`src/rsbk_pkg.sv`:
```
// Package for record_sort_by_key: record and queue entry types, stream packing helpers.
// No dependencies; used by every module of the block.
package rsbk_pkg;

   // Stream data width: 215 bits of record packed from bit 0, padded to whole bytes
   localparam int unsigned TDATA_W = 216;

   // Depth of the queue between front and back; must be a power of two
   localparam int unsigned QUEUE_DEPTH = 4;
   localparam int unsigned QPTR_W      = 2;
   localparam int unsigned QCNT_W      = 3;

   typedef struct packed {
      logic [30:0]        roll_number;
      logic [63:0]        name_high;
      logic [63:0]        name_mid;
      logic [31:0]        name_low;
      logic signed [23:0] mark_key;
   } record_type;

   // One classified transaction as the front hands it to the back
   typedef struct packed {
      record_type rec;
      logic       group_end;
      logic       drop;      // group already full: record is discarded
   } queue_entry_type;

   typedef enum logic [0:0] {
      ST_LOAD  = 1'b0,
      ST_DRAIN = 1'b1
   } back_state_type;

   // tdata, lowest bit up: roll_number, name_high, name_mid, name_low, mark_key, pad
   function automatic record_type unpack_record(input logic [TDATA_W-1:0] data);
      record_type r;
      r.roll_number = data[30:0];
      r.name_high   = data[94:31];
      r.name_mid    = data[158:95];
      r.name_low    = data[190:159];
      r.mark_key    = data[214:191];
      return r;
   endfunction

   function automatic logic [TDATA_W-1:0] pack_record(input record_type r);
      return {1'b0, r.mark_key, r.name_low, r.name_mid, r.name_high, r.roll_number};
   endfunction

endpackage

```
`src/rsbk_front.sv`:
```
// Front of record_sort_by_key: accepts input transactions and marks records beyond capacity.
// Depends on rsbk_pkg for the record and queue entry types.
module rsbk_front #(
   parameter int unsigned MAX_RECORDS = 64
) (
   input  logic                                clock,
   input  logic                                reset,
   input  logic                                req_tvalid,
   output logic                                req_tready,
   input  logic [rsbk_pkg::TDATA_W-1:0]        req_tdata,
   input  logic                                req_tlast,
   input  logic                                q_full,
   output logic                                q_push,
   output rsbk_pkg::queue_entry_type           q_entry
);

   localparam int unsigned CNT_W = $clog2(MAX_RECORDS + 1);

   logic [CNT_W-1:0] grp_cnt_ff, grp_cnt_in;
   logic             at_capacity;

   assign req_tready  = !q_full;
   assign q_push      = req_tvalid && req_tready;
   assign at_capacity = (grp_cnt_ff == CNT_W'(MAX_RECORDS));

   // Classify the transaction: record kept or dropped, group end or not
   always_comb begin
      q_entry.rec       = rsbk_pkg::unpack_record(req_tdata);
      q_entry.group_end = req_tlast;
      q_entry.drop      = at_capacity;
   end

   // Records seen in the current group, saturating at capacity
   always_comb begin
      grp_cnt_in = grp_cnt_ff;
      if (q_push) begin
         if (req_tlast) begin
            grp_cnt_in = '0;
         end else if (!at_capacity) begin
            grp_cnt_in = grp_cnt_ff + 1'b1;
         end
      end
   end

   always_ff @(posedge clock) begin
      if (reset) begin
         grp_cnt_ff <= '0;
      end else begin
         grp_cnt_ff <= grp_cnt_in;
      end
   end

endmodule

```
`config.mk`:
```
export PLATFORM = sky130hd
export DESIGN_NAME = rsbk_front
export DESIGN_NICKNAME = d
export VERILOG_FILES = /design/src/rsbk_pkg.sv /design/src/rsbk_front.sv
export SDC_FILE = /design/constraint.sdc
export NUM_CORES = 1
export LEC_CHECK = 0
export BUFFER_PORTS_ARGS = -buffer_cell sky130_fd_sc_hd__buf_2
export CORE_AREA = 2 2 170 172
export CTS_BUF_LIST = sky130_fd_sc_hd__clkbuf_2 sky130_fd_sc_hd__clkbuf_4 sky130_fd_sc_hd__clkbuf_8
export DETAILED_ROUTE_END_ITERATION = 16
export DIE_AREA = 0 0 172 174
export PLACE_DENSITY = 0.37
export SETUP_SLACK_MARGIN = 0.02
export SLEW_MARGIN = 20
export SYNTH_ARGS = -nofsm -noshare
export SYNTH_HDL_FRONTEND = slang
export SYNTH_SLANG_ARGS = --single-unit
```
`constraint.sdc`:
```
create_clock -name clock -period 3.9 [get_ports clock]
set_clock_uncertainty 0.05 [all_clocks]
set_input_delay 0.39 -clock clock [delete_from_list [all_inputs] [get_ports clock]]
set_output_delay 0.39 -clock clock [all_outputs]
set_load 0.01 [all_outputs]
```
# Yosys cells after proc, flatten, opt, wreduce, memory -nomap -nowiden
# Index checks and enable logic that the tools add are counted.
op_classes:
  mux: 2
  reduce_logical: 3
  div: 0
  order_cmp: 0
  n_mul: 0
  bitwise: 0
  addsub: 1
  eq_ne: 2
  shifts: 0
ops:
  columns: ["op", "n"]
  rows:
  - ["7-bit two-way mux", 2]
  - ["7-bit by 1-bit adder with 7-bit output (second input constant)", 1]
  - ["7-bit equality test (second input constant)", 1]
  - ["2-bit inequality test (second input constant)", 1]
  - ["2-bit AND reduction", 1]
  - ["1-bit logical AND", 1]
  - ["1-bit logical NOT", 1]
word_totals:
  memories: 0
  reg_bits: 7
  inputBits: 221
  ram_bits: 0
  output_inout_bits: 219
  mem_bits_ro: 0
  latch_bits: 0

# Logic depth before layout (Yosys ltp)
depth:
  depth_word: 3
  mapped_depth: 4
  mapped_depth_nobuf: 4

# Worst setup path after synthesis
# OpenSTA, ideal clock, no wires.
synth_timing:
  kind: "input -> register"
  start: "in req_tlast"
  end: "reg grp_cnt_ff[5]"
  arrival_time_ns: 1.384
  setup_slack_ns: 2.396
  required_time_ns: 3.780
  setup_time_ns: 0.070
  cell_stages: 3
  cell_sequence: "or3b_4 -> or4_1 -> a21oi_1"
synth_via:
  elab_chain_len: 2
  elab_cells_between_ends: 3
  cone_classes: "1 x eq/ne; 1 x mux; 1 x reduce/logical"
synth_lines:
  columns: ["element", "line", "rtl"]
  rows:
  - ["start: declaration", "rsbk_front.sv:11", "input logic req_tlast,"]
  - ["2-bit inequality test (no line)", null, null]
  - ["2-bit AND reduction (no line)", null, null]
  - ["end signal: assignment", "rsbk_front.sv:49", "grp_cnt_ff <= grp_cnt_in;"]
  - ["end: declaration", "rsbk_front.sv:19", "logic [CNT_W-1:0] grp_cnt_ff, grp_cnt_in;"]
# Parallel ways exist; a longest one is shown, timed or not.
# A chain may end at the register's enable or synchronous reset.

==> summary.md <==
| Metric | Value |
|---|---|
| Synthesized area | 2030 µm² |
| Main combinational cell family by area after synthesis | buffers and inverters |
| Max clock buf depth | 2 |
| Avg Synthesized Cell Area | 7.61 µm² |
| Filler cell count | 3400 |
| Initial core utilization | 7.20% |
| Clk root buf | clkbuf_8 |
| Number of routed nets with antenna violations | 0 |
| Max cap viols | 0 |
| Worst Hold End | grp_cnt_ff[4] |
| Post-Synth Adder-Cell Area | 1.23% |
| Top reg by flops | grp_cnt_ff |
| Worst-path clk slew | 0.04 ns |
| Drt drc | 0 |
| Yosys reg bits | 7 |
| Placer Congestion | 0.595 |
| I/O pins | 440 |
| WL per Instance | 13.6 µm |
| Total wire length | 6090 µm |
| Post-synthesis mux area share | 0% |
| Remaining global-route overflow | 0 |
| CTS sink count | 7 |
| Status | finished, final reports clean |
| Pwr Total | 0.200 mW |
| Post-cts resize count | 0 |
| Yosys warns | 0 |
| RSZ-0062 raised after global routing | false |
| DPL Wire Length | 5110 µm |
| Reg2Reg Setup Slack | 2.46 ns |
| Core Footprint | 28200 µm² |
| Skew-Pair Late Insertion Delay | 0.23 ns |
| Reg2Reg Launch Point | grp_cnt_ff[0] |
| Max-slew violation count | 0 |
| Slew @ Worst Pin | 0.486 ns |
| GRT Util Overall | 3.85% |
| Worst vdd ir | 0.0884 mV |
| Hold wc startpoint | reset |
| Highest clock rate | 539 MHz |
| Setup crit end kind | output port |
| Hold Violations, Final | 0 |
| Area Overhead vs Synth | -52.0% |
| Final Util | 3.45% |
| # setup viols final | 0 |
| Switching Power | 0.0431 mW |
| Minimum clock period | 1.85 ns |
| Leak | 0.200 nW |
| Die width | 172 µm |
| Post-synth cell types | 21 |
| First-pass GRT wire length | 7060 µm |
| Vias after detailed routing | 757 |
| Post-CTS Setup Bufs | 0 |
| Synth Area in Simple Gates | 5.73% |
| CP Max Fanout | 6 |
| CTS tree | yes |
| Sequential share of the synthesized area | 6.90% |
| PD cells | 205 nW/µm² |
| Number of synthesized flops with an enable pin | 0 |
| Post-synthesis compound-gate area fraction | 4.86% |
| Max reg flops | 7 |
| Final net count | 286 |
| Initial antenna violation count | 3 |
| DR pass1 iterations | 4 |
| Most frequent cells in the layout | 8 x buf_2, 7 x dfxtp_1, 6 x inv_1 |
| Post-synthesis net count | 490 |
| Hold_buf cts | 0 |
| Net Sw Frac | 21.6% |
| Share of cells above drive strength 1 | 25.8% |
| Commonest non-fill, non-tap cell in the layout | buf_2 |
| Mapped Cells | 267 |
| Row cnt | 62 |
| Largest net degree at the start of global routing | 8 |
| TNS Setup | 0 ns |
| Drt initial violations | 45 |
| Post-route clock period utilization | 47.5% |
| Async S/R FF share, synth | 0% |
| Pint | 0.157 mW |
| H-tree depth | 1 |
| Flop pwr share | 36.7% |
| Kind of critical path | reg2out |
| Slew HR | 67.1% |
| Worst setup startpoint | grp_cnt_ff[3] |
| Number of global-route vias before repair | 787 |
| Data arrival, critical path | 1.41 ns |
| Reg2reg end | grp_cnt_ff[6] |
| Clock power share | 54.7% |
| Synth Area in XOR/XNOR | 0% |
| Combinational Power Share | 8.5% |
| Hold path depth | 2 |
| Post-Place Setup Slack | 2.14 ns |
| Worst Path Required | 3.46 ns |
| R2R depth | 4 |
| Top_reg_cell synth | dfxtp_1 |
| Die height | 174 µm |
| PortBufs | 8 |
| Die area | 29900 µm² |
| Routed vias/inst | 1.69 |
| Leading registers by flop count | grp_cnt_ff: 7 flops |
| Critical path launch point type | flip-flop |
| Setup ws final | 2.05 ns |
| HP Class | in2reg |
| TritonCTS Buffers | 3 |
power by group through the flow:
| stage | sequential (mW) | combinational, mW | clock [mW] |
|---|---|---|---|
| global route | 0.0732 | 0.0189 | 0.119 |
| global placement | 0.0745 | 0.0170 | 0 |
| finish | 0.0733 | 0.0171 | 0.109 |
| floorplan | 0.0743 | 0.236 | 0 |
| detailed placement | 0.0745 | 0.0170 | 0 |
| CTS | 0.0733 | 0.0172 | 0.113 |
logic make-up after synthesis:
logic type,after synthesis
compound gates,15
fa+ha+maj,2
buf+inv,223
flops,7
simple gates,20
layout make-up:
cell class / count / area [µm²] / area share, %
well taps: 384 / 480 / 49.3
multi-input cells: 37 / 240 / 24.6
flip-flops and latches: 7 / 140 / 14.4
clock buffers: 4 / 48.8 / 5.01
repair buffers: 8 / 40.0 / 4.11
inverters: 6 / 22.5 / 2.31
diodes: 1 / 2.50 / 0.257
synthesized netlist by cell type, types with 2 or more instances:
| master | count | area share (%) |
|---|---|---|
| a21oi_1 | 4 | 0.99 |
| a31oi_1 | 3 | 0.92 |
| buf_4 | 217 | 80 |
| dfxtp_1 | 7 | 6.9 |
| ha_1 | 2 | 1.2 |
| inv_1 | 6 | 1.1 |
| nand2_1 | 4 | 0.74 |
| nand3_1 | 4 | 0.99 |
| nor2_1 | 3 | 0.55 |
| o21ai_0 | 2 | 0.49 |
| o311ai_0 | 2 | 0.86 |
| o32ai_1 | 2 | 0.86 |
| or3_2 | 2 | 0.74 |
| or4_1 | 2 | 0.74 |
worst max path at each step:
stage / slack (ns) / endpoint / depth (start not counted)
CTS: 2.03 / q_entry[0] / 3
global route: 1.91 / q_entry[0] / 3
floorplan: 2.40 / grp_cnt_ff[5] / 3
global placement: 2.17 / grp_cnt_ff[5] / 4
detailed placement: 2.14 / grp_cnt_ff[6] / 4
finish: 2.05 / q_entry[0] / 3
stage by stage:
stage | cell area, µm² | instances | hold WS, ns
finish | 975 | 447 | 0.388
global route | 975 | 447 | 0.402
CTS | 972 | 446 | 0.398
detailed placement | 923 | 442 | 0.450
global placement | 923 | 442 | 0.443
floorplan | 2030 | 267 | 0.409
per-layer routing:
layer / up-vias / wire, µm / track usage (%)
met5: - / 18 / 0
met4: 2 / 1210 / 8.33
met3: 110 / 1560 / 4.12
met2: 175 / 2360 / 4.55
met1: 254 / 940 / 1.67
li1: 216 / - / -
critical path: stages, from the launching register on:
cell and delay, ns:
dfxtp_1 0.34, nor4b_1 0.49, and3_1 0.22, buf_2 0.12
(Power assumes the default switching activity.)
