## src/rsbk_pkg.sv

```systemverilog
// Package for record_sort_by_key: record and queue entry types, stream packing helpers.
// No dependencies; used by every module of the block.
package rsbk_pkg;

   // Stream data width: 215 bits of record packed from bit 0, padded to whole bytes
   localparam int unsigned TDATA_W = 216;

   // Depth of the queue between front and back; must be a power of two
   localparam int unsigned QUEUE_DEPTH = 4;
   localparam int unsigned QPTR_W      = 2;
   localparam int unsigned QCNT_W      = 3;

   typedef struct packed {
      logic [30:0]        roll_number;
      logic [63:0]        name_high;
      logic [63:0]        name_mid;
      logic [31:0]        name_low;
      logic signed [23:0] mark_key;
   } record_type;

   // One classified transaction as the front hands it to the back
   typedef struct packed {
      record_type rec;
      logic       group_end;
      logic       drop;      // group already full: record is discarded
   } queue_entry_type;

   typedef enum logic [0:0] {
      ST_LOAD  = 1'b0,
      ST_DRAIN = 1'b1
   } back_state_type;

   // tdata, lowest bit up: roll_number, name_high, name_mid, name_low, mark_key, pad
   function automatic record_type unpack_record(input logic [TDATA_W-1:0] data);
      record_type r;
      r.roll_number = data[30:0];
      r.name_high   = data[94:31];
      r.name_mid    = data[158:95];
      r.name_low    = data[190:159];
      r.mark_key    = data[214:191];
      return r;
   endfunction

   function automatic logic [TDATA_W-1:0] pack_record(input record_type r);
      return {1'b0, r.mark_key, r.name_low, r.name_mid, r.name_high, r.roll_number};
   endfunction

endpackage

```

## src/rsbk_queue.sv

```systemverilog
// Short FIFO of classified records between the front and the back.
// Depends on rsbk_pkg for the entry type and depth constants.
module rsbk_queue (
   input  logic                     clock,
   input  logic                     reset,
   input  logic                     push,
   input  rsbk_pkg::queue_entry_type push_entry,
   output logic                     full,
   input  logic                     pop,
   output logic                     head_valid,
   output rsbk_pkg::queue_entry_type head_entry
);

   rsbk_pkg::queue_entry_type mem_ff [rsbk_pkg::QUEUE_DEPTH];
   logic [rsbk_pkg::QPTR_W-1:0] wr_ptr_ff, wr_ptr_in;
   logic [rsbk_pkg::QPTR_W-1:0] rd_ptr_ff, rd_ptr_in;
   logic [rsbk_pkg::QCNT_W-1:0] count_ff, count_in;
   logic                        do_push, do_pop;

   assign full       = (count_ff == rsbk_pkg::QCNT_W'(rsbk_pkg::QUEUE_DEPTH));
   assign head_valid = (count_ff != '0);
   assign head_entry = mem_ff[rd_ptr_ff];
   assign do_push    = push && !full;
   assign do_pop     = pop && head_valid;

   // Pointer and occupancy update; pointers wrap as the depth is a power of two
   always_comb begin
      wr_ptr_in = do_push ? wr_ptr_ff + 1'b1 : wr_ptr_ff;
      rd_ptr_in = do_pop  ? rd_ptr_ff + 1'b1 : rd_ptr_ff;
      count_in  = count_ff;
      if (do_push && !do_pop) begin
         count_in = count_ff + 1'b1;
      end else if (do_pop && !do_push) begin
         count_in = count_ff - 1'b1;
      end
   end

   always_ff @(posedge clock) begin
      if (reset) begin
         wr_ptr_ff <= '0;
         rd_ptr_ff <= '0;
         count_ff  <= '0;
      end else begin
         wr_ptr_ff <= wr_ptr_in;
         rd_ptr_ff <= rd_ptr_in;
         count_ff  <= count_in;
      end
   end

   // Entry storage
   always_ff @(posedge clock) begin
      if (do_push) begin
         mem_ff[wr_ptr_ff] <= push_entry;
      end
   end

endmodule

```

## config.mk

```make
export PLATFORM = sky130hd
export DESIGN_NAME = rsbk_queue
export DESIGN_NICKNAME = d
export VERILOG_FILES = /design/src/rsbk_pkg.sv /design/src/rsbk_queue.sv
export SDC_FILE = /design/constraint.sdc
export NUM_CORES = 1
export LEC_CHECK = 0
export BUFFER_PORTS_ARGS = -buffer_cell sky130_fd_sc_hd__buf_2
export CELL_PAD_IN_SITES_DETAIL_PLACEMENT = 1
export CELL_PAD_IN_SITES_GLOBAL_PLACEMENT = 1
export CORE_MARGIN = 3
export CORE_UTILIZATION = 40
export CTS_CLUSTER_SIZE = 16
export DETAILED_ROUTE_END_ITERATION = 12
export GPL_TIMING_DRIVEN = 0
export PLACE_DENSITY = 0.72
export SYNTH_ARGS = -nofsm -noshare
export SYNTH_HDL_FRONTEND = slang
export SYNTH_SLANG_ARGS = --single-unit
```

## constraint.sdc

```tcl
create_clock -name clock -period 7.7 [get_ports clock]
set_input_delay 1.155 -clock clock [delete_from_list [all_inputs] [get_ports clock]]
set_output_delay 1.155 -clock clock [all_outputs]
set_load 0.05 [all_outputs]
```

# Word-level counts from Yosys, hierarchy flattened
# Memory sizes are Yosys's and may differ from the RTL's. A register that Yosys moved wholly into a read port is not among the register bits.
# Cells that the tools add are included.
# op_classes
add_sub_neg,4
eq_ne,1
muxes,6
n_reduce_logical,9
# ops
cell,n
$mux W3,2
$add A2 B1 Y2 const B,2
$logic_and A1 B1 Y1,4
$mux W2,2
$add A3 B1 Y3 const B,1
$eq A3 B3 Y1 const B,1
$logic_not A1 Y1,3
$reduce_bool A3 Y1,1
$sub A3 B1 Y3 const B,1
$mux W1,2
$reduce_bool A2 Y1,1
# totals
ff_bits,7
ram_bits,868
in_bits,221
elab_cells,24
memories,1
# memory_table
name,words,word_bits,read_ports,rd_clocked_by_memory_dff,wr,line_no,rtl
mem_ff,4,217,1,1,1,rsbk_queue.sv:14,rsbk_pkg::queue_entry_type mem_ff [rsbk_pkg::QUEUE_DEPTH];

# Depth between registers and ports, before layout
# logic_depth
word_depth,7
depth_mapped,8

# Worst setup path before layout
# No wires, ideal clock.
# synth_path
path_kind,input -> register
startpoint,input port push
endpoint,memory mem_ff[1][0] (netlist name) (enable)
setup_ns,0.605
arrival_time_ns,6.428
required_time_ns,7.095
path_slack_ns,0.667
stages,3
path_cell_list,inv_1 nor2_1 and2_1
# synth_via
elab_chain_len,3
# synth_lines
item,line_no,rtl
"start, declared",rsbk_queue.sv:6,"input logic push,"
$logic_and A1 B1 Y1,rsbk_queue.sv:23,assign do_push = push && !full;
via do_push,rsbk_queue.sv:18,"logic do_push, do_pop;"
$mux W1,rsbk_queue.sv:52,if (do_push) begin
$mux W1 (implied by the code),rsbk_queue.sv:53,mem_ff[wr_ptr_ff] <= push_entry;
"end, declared",rsbk_queue.sv:14,
# The timed path passes the listed nets, and every way through them passes these cells.

==> out/results.txt <==
The flow ran to the end, and the final reports show no timing, DRC or antenna violations. The most numerous cell type found on the critical path is buf_2. The peak-usage layer in the global routing report was met2. Post-CTS repair changed the size of 0 cells. Buffers inserted during clock tree synthesis total 91. When the netlist entered floorplanning its net count stood at 1408. For this run the aggregate overflow at the end of global routing stands at 0. Counting I/O delays and the setup requirement, the final critical path takes 4.18 ns. The HPWL reported at the end of detailed placement is 46700 um, and the maximum buffer depth of the clock tree is 3.

IR analysis of the VDD net gives a maximum drop of 0.258 mV. The netlist uses 21 different library cells. The logs give 0.0357 mm2 for the area after detailed placement and 0 for the number of remaining DRC errors. The logs give 4.04 ns for the pre-CTS worst setup slack and 440 for the top-level I/O count.

Across the routed clock network, the largest skew measured is 0.0344 ns. Based on the critical path, the design can be clocked at up to 0.239 GHz. Cell area after synthesis: 0.0317 mm2. Walking the worst path, the cells encountered are buf_2 -> buf_2 -> buf_2 -> mux4_2 -> buf_2. Using the TritonRoute via totals, the vias-per-cell ratio works out to 5.05. Number of antenna violations at the first check in global routing: 23.

The number of global-route vias before repair was 16300. In the layout the commonest cells are 868 x edfxtp_1, 462 x buf_2, 217 x mux4_2, 91 x clkbuf_16, 24 x clkbuf_1. The startpoint identified for the worst register-to-register timing path is count_ff[0]. The run gives 0 as the max capacitance violation total. TritonCTS built the clock tree.

The number of hold buffers added after cts was 0; the area of the die was 0.0828 mm2. The tools report the count of final hold-check violations as 0. The transition time at the pin with the least slew margin was 0.897 ns.

The clock root buffer is clkbuf_16. For the H-tree depth, the log shows 3. Startpoint of the lowest-slack hold path: rd_ptr_ff[1].

Sort of element at the start of the critical path: a flip-flop. The worst reg2reg path depth is 6, and the reported leakage power is 12.9 nW. For this run, the slowest stage of the critical path takes 0.49 ns.

The first detailed-routing pass took 5 iterations. The logs give 17.2% for the total routing resource utilization after global routing and 14.7 mW for the final total power. In this run the standard cell core region covers 0.0780 mm2.

The synthesized netlist cell count is 1181, and the TritonCTS sink count is 877. Measured along the y axis, the die boundary spans 288 um. The logs give 82.7% for the sequential element share of the synthesized area and 49.5% for the core occupancy in the finished layout. The critical-path cell with the highest stage delay is mux4_2. The data arrival time at the worst-slack endpoint came out at 3.02 ns. In this run the remaining antenna-violating nets after routing total 0. The first routing iteration left 1005 violations.

After detailed routing, the average wire length per cell comes to 24.8 um. The met3 global-route usage is 5.79%. STA classifies the critical path endpoint as an output port. Count of input and output buffers: 438. edfxtp_1 takes more of the synthesized area than any other cell. For this run, global-route usage on met1 was measured as 20.3%.

The count of cells along the worst hold path is 2. Global-route met2 utilization: 30.1%. The worst register-to-register path ends at mem_ff[1][88]. Compared with the post-synthesis result, the final layout area differs by 21.7%.

A synthesized cell averages 26.9 um2. In the finished design, the share of the clock period the worst path needs comes to 54.3%. The maximum net fanout on the critical path came out at 10.

The die outline width works out to 288 um. Clock edge transition at the registers on the reported setup and hold paths: 0.06 ns. In the post-synthesis netlist, the biggest area contributors are edfxtp_1 82%, mux4_2 15%, dfxtp_1 0.57%. The logs give 4.73 ns for the slack of the worst reg-to-reg path and 0.0386 mm2 for the total non-filler cell area in the finished layout. The first global-routing pass estimated 105000 um of wire. The worst hold path terminates at rd_ptr_ff[1]. For the routed wire length, the log shows 70900 um. Of the cells placed in the final design, the portion with a size suffix greater than 1 is 46.7%. After the last flow step, the layout net total stands at 1955. Counting flops and latches in the post-synthesis netlist gives 877. The tools report the number of fill cells in the layout as 6971. Setup repair after global routing left no endpoint under its margin. The type of the most critical hold path is reg2reg.

The routed via count is 14400. The number of warnings reported in the yosys synthesis log came out at 0. Setup violations remaining at the end of the flow were counted as 0.

The logs give 56 for the largest net degree at the start of global routing and 0 for the final-report max-slew violation count. The floorplan has 102 rows. In the post-route analysis, the smallest setup slack over all paths is 3.52 ns.

For the worst setup path, the data required time is 6.55 ns. Buffers added to address setup during post-CTS repair amount to 0. For the worst relative slew slack, the log shows 40.2%.

The proportion of netlist area held by the largest area contributor works out to 82.1%. Power spread over the standard cell area amounts to 381 mW/mm2. The later pin in the worst-skew pair is clocked with a latency of 0.64 ns. The final hold slack came out at 0.535 ns. The most common cell after layout, fill and taps aside is edfxtp_1. The run gives 0.709 as the global placement routability congestion. The critical path is of the reg2out type.

Once the floorplan was initialized, standard cells occupied 40.7% of the core.
==> kinds of logic (layout without fill, tap and decap cells) <==
logic type / after synthesis / count (layout) / share of synthesized area [%]
flops: 877 / 877 / 82.7
mux: 219 / 219 / 15.5
buf+inv: 53 / 672 / 1.10
simple gates: 16 / 16 / 0.272
fa+ha+maj: 6 / 6 / 0.260
compound gates: 6 / 6 / 0.114
xor+xnor: 4 / 4 / 0.110
other cells: 0 / 14 / 0
==> cell type report <==
type	instances	area, um2	area share, %
Tap cell	1040	1300	3.37
Buffer	49	334	0.865
Antenna cell	14	35.0	0.0907
Timing Repair Buffer	454	2630	6.79
Clock inverter	51	559	1.45
Multi-Input combinational cell	251	5160	13.3
Clock buffer	114	2360	6.12
Sequential cell	877	26200	67.9
Inverter	4	15.0	0.0389
==> Yosys cell counts <==
cell and number:
mux2i_1 2, nor3b_1 1, o311ai_0 1, clkbuf_1 1, a21oi_1 2, edfxtp_1 868, and2_1 4, buf_6 16
xor2_1 4, o31ai_1 1, inv_1 4, or3_1 3, buf_2 24, fa_1 1, nand2b_1 2, mux4_2 217
buf_1 8, ha_1 5, nor2_1 6, o21ai_0 2, dfxtp_1 9
==> power breakdown <==
group          leakage, nW  switching [mW]  internal (mW)
logic                 3.42            3.25           1.41
clock network         1.40            1.80           2.44
registers             8.03           0.103           5.73
==> worst max path at each step <==
stage / slack [ns] / from / end / cells after the start
finish: 3.52 / flip-flop / head_entry[161] / 5
global route: 3.33 / flip-flop / head_entry[161] / 5
CTS: 3.34 / flip-flop / head_entry[161] / 5
detailed placement: 4.04 / push / mem_ff[1][147] / 7
global placement: -3.87 / push / mem_ff[3][148] / 4
floorplan: 0.67 / push / mem_ff[1][0] / 3
==> flip-flops by register name, indices dropped and copies added (netlist names), named ones only <==
register / count
count_ff: 3
wr_ptr_ff: 2
rd_ptr_ff: 2
mem_ff: 868
==> per-stage QoR <==
step / TNS (ns) / cells
finish: 0 / 2854
global route: 0 / 2845
CTS: 0 / 2840
detailed placement: 0 / 2675
global placement: -3312.83 / 2659
floorplan: 0 / 1181
==> worst max-delay path: cells and delay by family, from the launching register on <==
kind,cells,cell delay (ns)
mux,1,0.49
flops,1,0.30
buf+inv,4,1.57
==> layer usage <==
layer  up-vias  wire, um
met1      7581     26200
met2       441     37300
met5         -        61
met3       121      5690
met4        10      1640
li1       6257         -
(Power assumes the default switching activity.)
